$ cat src/hdl/circle_through_three_points_defines.svh
// Assertion macros for the circle-through-three-points block.
`ifndef CIRCLE_THROUGH_THREE_POINTS_DEFINES_SVH
`define CIRCLE_THROUGH_THREE_POINTS_DEFINES_SVH
`ifndef SYNTHESIS
`define C3P_ASSERT(label, prop, msg) \
    label: assert property (@(posedge i_clk) disable iff (!i_rst_n) prop) else $error(msg);
`define C3P_ASSERT_COMB(label, expr, msg) \
    label: assert property (@(posedge i_clk) disable iff (!i_rst_n) (expr)) else $error(msg);
`else
`define C3P_ASSERT(label, prop, msg)
`define C3P_ASSERT_COMB(label, expr, msg)
`endif
`endif

$ cat src/hdl/c3p_pkg.sv
// Types and widths shared by the circle-through-three-points pipeline.
package c3p_pkg;
    localparam int COORD_BITS = 10;
    localparam int FRAC_BITS  = 8;

    localparam int DIFF_W     = COORD_BITS + 1;
    localparam int SQ_W       = 2 * COORD_BITS + 2;
    localparam int DEN_W      = 2 * COORD_BITS + 3;
    localparam int NUM_W      = 3 * COORD_BITS + 3;
    localparam int DEN_MAG_W  = DEN_W - 1;
    localparam int NUM_MAG_W  = NUM_W - 1;
    localparam int QUO_W      = NUM_MAG_W + FRAC_BITS;
    localparam int QEXT_W     = (QUO_W > 33) ? QUO_W : 33;
    localparam int ERR_W      = 34;
    localparam int ROOT_W     = 32;
    localparam int SQRT_REM_W = ROOT_W + 2;

    typedef struct packed {
        logic [COORD_BITS-1:0] first_x;
        logic [COORD_BITS-1:0] first_y;
        logic [COORD_BITS-1:0] second_x;
        logic [COORD_BITS-1:0] second_y;
        logic [COORD_BITS-1:0] third_x;
        logic [COORD_BITS-1:0] third_y;
    } t_in_item;

    typedef struct packed {
        logic signed [31:0] center_x;
        logic signed [31:0] center_y;
        logic [31:0]        radius_out;
        logic               collinear;
    } t_out_item;

    typedef struct packed {
        logic                  collinear;
        logic                  neg_x;
        logic                  neg_y;
        logic [DEN_MAG_W-1:0]  den;
        logic [DEN_MAG_W-1:0]  rem_x;
        logic [DEN_MAG_W-1:0]  rem_y;
        logic [QUO_W-1:0]      quo_x;
        logic [QUO_W-1:0]      quo_y;
        logic [COORD_BITS-1:0] x1;
        logic [COORD_BITS-1:0] y1;
    } t_div_stage;

    typedef struct packed {
        logic                  collinear;
        logic                  sat;
        logic signed [31:0]    cx;
        logic signed [31:0]    cy;
        logic [2*ROOT_W-1:0]   n;
        logic [SQRT_REM_W-1:0] rem;
        logic [ROOT_W-1:0]     root;
    } t_sqrt_stage;
endpackage

$ cat src/hdl/c3p_div_cell.sv
// Divider cell: one restoring quotient bit for both center coordinates.
module c3p_div_cell import c3p_pkg::*; (
    input  logic       i_clk,
    input  logic       i_rst_n,
    input  logic       i_en,
    input  logic       i_valid,
    input  t_div_stage i_stage,
    output logic       o_valid,
    output t_div_stage o_stage
);
    logic       r_valid;
    t_div_stage n_stage, r_stage;
    logic [DEN_MAG_W:0] w_trial_x, w_trial_y, w_den_ext;
    logic               w_qx, w_qy;

    always_comb begin
        w_den_ext = {1'b0, i_stage.den};
        w_trial_x = {i_stage.rem_x, i_stage.quo_x[QUO_W-1]};
        w_trial_y = {i_stage.rem_y, i_stage.quo_y[QUO_W-1]};
        w_qx      = (w_trial_x >= w_den_ext);
        w_qy      = (w_trial_y >= w_den_ext);
        n_stage   = i_stage;
        n_stage.rem_x = w_qx ? DEN_MAG_W'(w_trial_x - w_den_ext) : DEN_MAG_W'(w_trial_x);
        n_stage.rem_y = w_qy ? DEN_MAG_W'(w_trial_y - w_den_ext) : DEN_MAG_W'(w_trial_y);
        n_stage.quo_x = {i_stage.quo_x[QUO_W-2:0], w_qx};
        n_stage.quo_y = {i_stage.quo_y[QUO_W-2:0], w_qy};
    end

    always_ff @(posedge i_clk) begin
        if (!i_rst_n) begin
            r_valid <= 1'b0;
        end else if (i_en) begin
            r_valid <= i_valid;
        end
    end

    always_ff @(posedge i_clk) begin
        if (i_en) begin
            r_stage <= n_stage;
        end
    end

    assign o_valid = r_valid;
    assign o_stage = r_stage;
endmodule

$ cat config.mk
export PLATFORM = sky130hd
export DESIGN_NAME = c3p_div_cell
export DESIGN_NICKNAME = d
export VERILOG_FILES = /design/src/hdl/circle_through_three_points_defines.svh /design/src/hdl/c3p_pkg.sv /design/src/hdl/c3p_div_cell.sv
export SDC_FILE = /design/constraint.sdc
export NUM_CORES = 1
export LEC_CHECK = 0
export ABC_AREA = 1
export BUFFER_PORTS_ARGS = -buffer_cell sky130_fd_sc_hd__buf_2
export CAP_MARGIN = 0
export CORE_MARGIN = 2
export CORE_UTILIZATION = 40
export DETAILED_ROUTE_END_ITERATION = 10
export PLACE_DENSITY_LB_ADDON = 0.3
export SYNTH_ARGS = -nofsm -noshare
export SYNTH_HDL_FRONTEND = slang
export SYNTH_SLANG_ARGS = --single-unit
$ cat constraint.sdc
create_clock -name i_clk -period 1.5 [get_ports i_clk]
set_input_delay 0.075 -clock i_clk [delete_from_list [all_inputs] [get_ports i_clk]]
set_output_delay 0.075 -clock i_clk [all_outputs]
set_load 0.02 [all_outputs]
==> results of run 1 <==
state kept, by name, summed over array words and instances, names as in the netlist:
register and cells:
o_valid 1, o_stage 169
worst max-delay path: stages:
cell	delay, ps
sky130_fd_sc_hd__buf_8	90
sky130_fd_sc_hd__clkinvlp_4	130
sky130_fd_sc_hd__ha_4	280
sky130_fd_sc_hd__nand2_4	80
sky130_fd_sc_hd__inv_2	40
sky130_fd_sc_hd__a21oi_2	150
sky130_fd_sc_hd__nand2_2	110
sky130_fd_sc_hd__buf_6	130
sky130_fd_sc_hd__nand2_4	50
sky130_fd_sc_hd__nand4_4	200
sky130_fd_sc_hd__buf_12	230
sky130_fd_sc_hd__nand2_4	80
sky130_fd_sc_hd__o21ai_4	60
power groups by stage:
| stage | combinational (mW) | sequential [mW] | clock (mW) |
|---|---|---|---|
| floorplan | 1.48 | 6.61 | 0 |
| global placement | 3.77 | 5.97 | 0 |
| detailed placement | 3.81 | 5.98 | 0 |
| CTS | 4.13 | 5.88 | 4.57 |
| global route | 4.79 | 5.93 | 4.74 |
| finish | 4.45 | 5.90 | 4.48 |
cell families (layout without fill, tap and decap cells):
group	count (synthesis)	in the layout	share of synthesized area [%]
simple gates	502	502	24.37
buf+inv	184	841	8.364
flops	170	170	55.47
compound gates	55	55	3.651
fa+ha+maj	46	46	6.430
xor+xnor	18	18	1.716
other cells	0	1	0
per-stage QoR:
step / utilization, % / cells / power, mW / cell area, sq um / setup WS (ps)
after floorplan: - / 975 / 8.083 / 9620 / -69.24
after global routing: 68.03 / 1918 / 15.46 / 15350 / -81.63
after CTS: 65.59 / 1907 / 14.57 / 14800 / 6.602
after global placement: 56.81 / 1741 / 9.747 / 12820 / -526.6
final: 68.03 / 1918 / 14.82 / 15350 / -34.91
after detailed placement: 56.81 / 1741 / 9.796 / 12820 / -546.1
path summary, 6_finish.rpt:
check / from / endpoint / slack, ps / depth (start not counted)
setup reg to reg: o_valid / o_valid / 270 / 3
hold reg to reg: o_valid / o_valid / 1150 / 3
setup / recovery: i_stage[149] / o_stage[132] / -30 / 13
hold / removal: i_stage[140] / o_stage[141] / 10 / 3
cell usage after synthesis, types with 3 or more instances:
cell                       instances  area, sq um
sky130_fd_sc_hd__ha_1             44        550.5
sky130_fd_sc_hd__nand4_1           7        43.79
sky130_fd_sc_hd__nor2_2            3        18.77
sky130_fd_sc_hd__nor2_4            5        56.30
sky130_fd_sc_hd__nand3_1          75        375.4
sky130_fd_sc_hd__nor3_1            7        35.03
sky130_fd_sc_hd__nand3_2          11        110.1
sky130_fd_sc_hd__edfxtp_1        169         5075
sky130_fd_sc_hd__nand2_1         310         1164
sky130_fd_sc_hd__buf_2             3        15.01
sky130_fd_sc_hd__o21ai_2          11        96.34
sky130_fd_sc_hd__nand3b_1         11        82.58
sky130_fd_sc_hd__nor2_1           50        187.7
sky130_fd_sc_hd__xor2_1           17        148.9
sky130_fd_sc_hd__o21bai_1          4        30.03
sky130_fd_sc_hd__o21ai_1           9        45.04
sky130_fd_sc_hd__nand2_2          20        125.1
sky130_fd_sc_hd__buf_6             4        45.04
sky130_fd_sc_hd__inv_1           172        645.6
sky130_fd_sc_hd__a21oi_1          26        130.1
layout make-up:
| class | instances | area (sq um) |
|---|---|---|
| flip-flops and latches | 170 | 5095 |
| diodes | 1 | 2.502 |
| clock buffers | 17 | 425.4 |
| repair buffers | 635 | 4456 |
| fillers | 1692 | 7217 |
| inverters | 174 | 666.9 |
| multi-input cells | 621 | 4178 |
| clock inverters | 15 | 175.2 |
| well taps | 285 | 356.6 |
repair_timing:
| action | 4_1_cts | 5_1_grt |
|---|---|---|
| cloned | 0 | 2 |
| buffers inserted | 0 | 8 |
| resized for setup | 9 | 110 |
| pin swaps | 0 | 36 |
| hold buffers | 134 | 0 |
| hold endpoints to repair | 133 | 0 |
| endpoints found under the setup margin | 34 | 44 |
per-layer routing:
metal	share of wire, %	routed length (um)
met5	0.036	12
met4	3.0	1003
met3	5.1	1707
met2	53	17680
met1	39	12790
==> impl_metrics.py, run 1 <==
metrics = {
    "clock_network": {
        "clock_latency_ps": 430,
        "cts_max_path_buffers": 2,
        "cts_made_buffers": 17,
        "cts_tree": "yes",
        "cts.sinks": 170,
        "cts_root_buffer": "sky130_fd_sc_hd__clkbuf_16",
        "clock_tree.htree_level_count": 4,
        "clkSlewWorstSetupHoldPaths_ps": 70,
    },
    "grt": {
        "met1_usage_pct": 29.59,
        "grt.overflow.total": 0,
        "highest_utilization_routing_layer_at_the_global_route_stage": "met2",
        "grt_util_all_layers_pct": 26.11,
        "groute.layer.met3.usage_pct": 5.389,
        "grt_use_met2_pct": 48.90,
        "first_pass_grt_wire_length_mm": 48.35,
        "grt_start_max_net_pins": 39,
        "antenna_found_initial": 2,
        "first_global_vias": 9213,
    },
    "timing": {
        "setup_total_negative_slack_ps": -106.7,
        "layout_worst_path_cycle_share_pct": 102.3,
        "max_clock_freq_mhz": 651.5,
        "finalWorstSetupSlack_ps": -34.91,
        "clock-skew-final_ps": 0,
        "rsz0062_at_grt": "true",
        "setup_viol": 9,
        "period_minus_slack_ps": 1535,
        "hold_violations_final": 0,
        "relSlewSlack_pct": 74.11,
        "timing_worst_slew_pin_value_ps": 384.9,
        "finalMaxSlewViolations": 0,
        "fin_worst_hold_slack_ps": 10.04,
    },
    "pwr": {
        "p_sw_mw": 4.852,
        "power.density_cell_area_mw_per_mm2": 965.1,
        "sw_frac_of_total_pct": 32.75,
        "internal_power_mw": 9.966,
        "fraction_of_power_consumed_by_combinational_cells_pct": 30.0,
        "vdd_drop_max_v": 0.0007867,
        "seq_power_share_pct": 39.8,
        "static-leakage-power_nw": 7.368,
        "power.clock.fraction_pct": 30.2,
    },
    "detailed_routing": {
        "first_iter_violations": 588,
        "drcViolationCount": 0,
        "firstDrtPassIters": 4,
        "vias": 9150,
        "wl_per_cell_um": 17.31,
        "average_vias_per_placed_instance": 4.771,
        "wirelength_mm": 33.20,
        "postRouteAntennaNets": 0,
    },
    "final_layout": {
        "commonest_non_fill_non_tap_cells_in_the_layout": "338 x sky130_fd_sc_hd__buf_2, 272 x sky130_fd_sc_hd__nand2_1, 169 x sky130_fd_sc_hd__edfxtp_1, 149 x sky130_fd_sc_hd__inv_1, 144 x sky130_fd_sc_hd__buf_4",
        "mostFrequentLayoutCell": "sky130_fd_sc_hd__buf_2",
        "layout-area-overhead-vs-synth_pct": 67.17,
        "final_net_count": 1838,
        "final_layout_size_suffix_gt1_share_pct": 44.30,
    },
    "critical_path": {
        "worstPathMaxFanout": 7,
        "critical_path_required_ps": 1680,
        "critPathLaunchType": "primary input",
        "setup.worst_path.class": "primary input to flop",
        "cp-end-kind": "flop",
        "cp.arrival_ps": 1720,
    },
    "outcome": {
        "violated_checks": "negative setup slack",
        "outcome": "finished with violations",
    },
    "logic_synthesis": {
        "post_synth.cell_area_avg_sq_um": 9.421,
        "mappedNetlistArea_sq_mm": 0.009185,
        "cell_count_after_synthesis": 975,
        "yosys_warnings": 0,
        "synth_sequential_area_ratio_pct": 55.47,
        "syn_nets": 1194,
        "count_of_flip_flops_with_a_built_in_enable_after_synthesis": 169,
        "share_of_synthesized_flip_flops_with_an_asynchronous_set_or_reset_pct": 0,
        "yosys_most_used_dff": "sky130_fd_sc_hd__edfxtp_1",
        "postSynthRegisterBits": 170,
        "yosys.cell_types.count": 33,
    },
    "floorplan": {
        "die-area_sq_mm": 0.02419,
        "fp.coreArea_sq_mm": 0.02257,
        "fp-row-count": 55,
        "io_pins": 343,
        "start_util_pct": 40.69,
        "fp.dieH_um": 155.5,
        "die_width_um": 155.5,
    },
    "place": {
        "place.port_buffers": 342,
        "place_hpwl_mm": 23.28,
        "place.gp.congestion": 0.9187,
    },
    "job": {
        "cap_violations": 0,
    },
    "worst_hold_path": {
        "hold_path_class": "primary input to flop",
    },
}
Note: power is estimated with default switching activity, not from simulation.
==> run 2, diff against run 1 <==
Settings changed: PLACE_DENSITY from default to 0.7, PLACE_DENSITY_LB_ADDON 0.3 to default.
==> impl_metrics.py, run 2 (synthesis results as in run 1) <==
metrics = {
    "grt": {
        "grt.overflow.total": 0,
        "antenna_found_initial": 1,
        "grt_start_max_net_pins": 38,
        "first_global_vias": 9339,
        "grt_util_all_layers_pct": 26.92,
        "first_pass_grt_wire_length_mm": 49.31,
    },
    "timing": {
        "layout_worst_path_cycle_share_pct": 98.58,
        "rsz0062_at_grt": "true",
        "relSlewSlack_pct": 76.11,
        "max_clock_freq_mhz": 676.3,
        "setup_viol": 0,
        "clock-skew-final_ps": 0,
        "fin_worst_hold_slack_ps": 15.42,
        "timing_worst_slew_pin_value_ps": 355.2,
        "period_minus_slack_ps": 1479,
        "hold_violations_final": 0,
        "finalMaxSlewViolations": 0,
        "finalWorstSetupSlack_ps": 21.34,
    },
    "clock_network": {
        "clock_tree.htree_level_count": 4,
        "cts.sinks": 170,
        "cts_max_path_buffers": 2,
        "cts_root_buffer": "sky130_fd_sc_hd__clkbuf_16",
        "clock_latency_ps": 420,
        "cts_tree": "yes",
        "cts_made_buffers": 17,
        "clkSlewWorstSetupHoldPaths_ps": 80,
    },
    "place": {
        "place_hpwl_mm": 24.67,
        "place.gp.congestion": 0.9555,
        "place.port_buffers": 342,
        "worst_setup_slack_after_placement_ps": -614.8,
    },
    "pwr": {
        "finalPower_mw": 15.32,
        "vdd_drop_max_v": 0.0007994,
        "static-leakage-power_nw": 7.584,
        "power.density_cell_area_mw_per_mm2": 961.2,
    },
    "final_layout": {
        "final_layout_size_suffix_gt1_share_pct": 49.00,
        "postLayoutCoreUtil_pct": 70.64,
        "mostFrequentLayoutCell": "sky130_fd_sc_hd__buf_2",
        "commonest_non_fill_non_tap_cells_in_the_layout": "332 x sky130_fd_sc_hd__buf_2, 243 x sky130_fd_sc_hd__nand2_1, 169 x sky130_fd_sc_hd__edfxtp_1, 160 x sky130_fd_sc_hd__buf_4, 140 x sky130_fd_sc_hd__inv_1",
        "layout-area-overhead-vs-synth_pct": 73.59,
        "largest_reg_flops": 169,
        "final_net_count": 1857,
    },
    "critical_path": {
        "critical_path_required_ps": 1690,
        "worstPathMaxFanout": 7,
        "setup.worst_path.class": "primary input to flop",
        "cp.arrival_ps": 1670,
        "critPathLaunchType": "primary input",
        "cp-end-kind": "flop",
    },
    "worst_hold_path": {
        "hold_path_class": "primary input to flop",
    },
    "detailed_routing": {
        "wl_per_cell_um": 18.06,
        "first_iter_violations": 613,
        "postRouteAntennaNets": 0,
        "firstDrtPassIters": 5,
        "vias": 9410,
        "wirelength_mm": 34.98,
        "drcViolationCount": 0,
        "average_vias_per_placed_instance": 4.858,
    },
    "floorplan": {
        "io_pins": 343,
        "die-area_sq_mm": 0.02419,
        "fp.coreArea_sq_mm": 0.02257,
        "fp.dieH_um": 155.5,
        "die_width_um": 155.5,
        "start_util_pct": 40.69,
        "fp-row-count": 55,
    },
    "job": {
        "cap_violations": 0,
    },
    "outcome": {
        "outcome": "complete, no violations",
    },
}
run 2: changes by cell type in the layout (fill, tap and decap cells not counted), moves of 8 or more:
cell / previous run / this run
sky130_fd_sc_hd__nand2_2: 50 / 69
sky130_fd_sc_hd__ha_1: 9 / 1
sky130_fd_sc_hd__inv_1: 149 / 140
sky130_fd_sc_hd__buf_6: 5 / 14
sky130_fd_sc_hd__nand3_2: 14 / 30
sky130_fd_sc_hd__buf_4: 144 / 160
sky130_fd_sc_hd__nand2_4: 7 / 17
sky130_fd_sc_hd__ha_4: 33 / 42
sky130_fd_sc_hd__nand3_1: 59 / 46
sky130_fd_sc_hd__nand2_1: 272 / 243
run 2: stage by stage:
step	instances	setup TNS [ps]	cell area, sq um
2_1_floorplan	975	-2233	9620
3_3_place_gp	1748	-21120	12840
3_5_place_dp	1748	-22070	12840
4_1_cts	1915	-13.21	14920
5_1_grt	1937	-1066	15940
6_report	1937	0	15940
run 2: repair_timing:
item	CTS	global route
hold buffers	131	0
pin swaps	2	64
setup buffers	4	15
setup endpoints to repair	27	45
gates resized for setup	21	199
hold endpoints to repair	130	0
gates cloned	0	6
run 2: worst max-delay path, stage by stage:
cell and delay, ps:
sky130_fd_sc_hd__buf_2 120, sky130_fd_sc_hd__inv_4 80, sky130_fd_sc_hd__ha_4 220, sky130_fd_sc_hd__buf_6 120, sky130_fd_sc_hd__nand2_4 80, sky130_fd_sc_hd__inv_2 40
sky130_fd_sc_hd__nand2_2 60, sky130_fd_sc_hd__nand2_2 60, sky130_fd_sc_hd__nand2_2 70, sky130_fd_sc_hd__nand2_2 60, sky130_fd_sc_hd__nand2_2 80, sky130_fd_sc_hd__nand4_4 220
sky130_fd_sc_hd__clkbuf_16 260, sky130_fd_sc_hd__nand3_2 50, sky130_fd_sc_hd__nand2_1 60
run 2: where the power goes:
part           internal (mW)  leakage [nW]  switching, mW  total, mW
Combinational           2.11          5.61           2.68       4.79
Clock                   2.45         0.309           2.19       4.64
Sequential              5.77          1.66          0.128       5.90
run 2: final timing paths:
check	startpoint	end	slack [ps]	depth (start not counted)
worst min register to register	o_valid	o_valid	1210	3
worst min-delay path	i_stage[140]	o_stage[141]	20	3
worst max register to register	o_valid	o_valid	210	3
worst max-delay path	i_stage[153]	o_stage[141]	20	15
run 2: final cells by class:
| cell class | count | area (sq um) |
|---|---|---|
| Timing Repair Buffer | 654 | 4664 |
| Antenna cell | 1 | 2.502 |
| Tap cell | 285 | 356.6 |
| Inverter | 174 | 686.9 |
| Clock inverter | 15 | 212.7 |
| Sequential cell | 170 | 5095 |
| Fill cell | 1636 | 6628 |
| Clock buffer | 17 | 425.4 |
| Multi-Input combinational cell | 621 | 4501 |
run 2: per-layer routing:
layer  GRT usage, %  vias up  part of all wire, %  wire length (um)
met5              0        -                    0                 0
met4          9.830        0                  3.5              1216
met3          4.583       68                  5.9              2053
met2          51.18      370                   54             18780
met1          30.06     4480                   37             12920
li1               -     4492                    -                 -
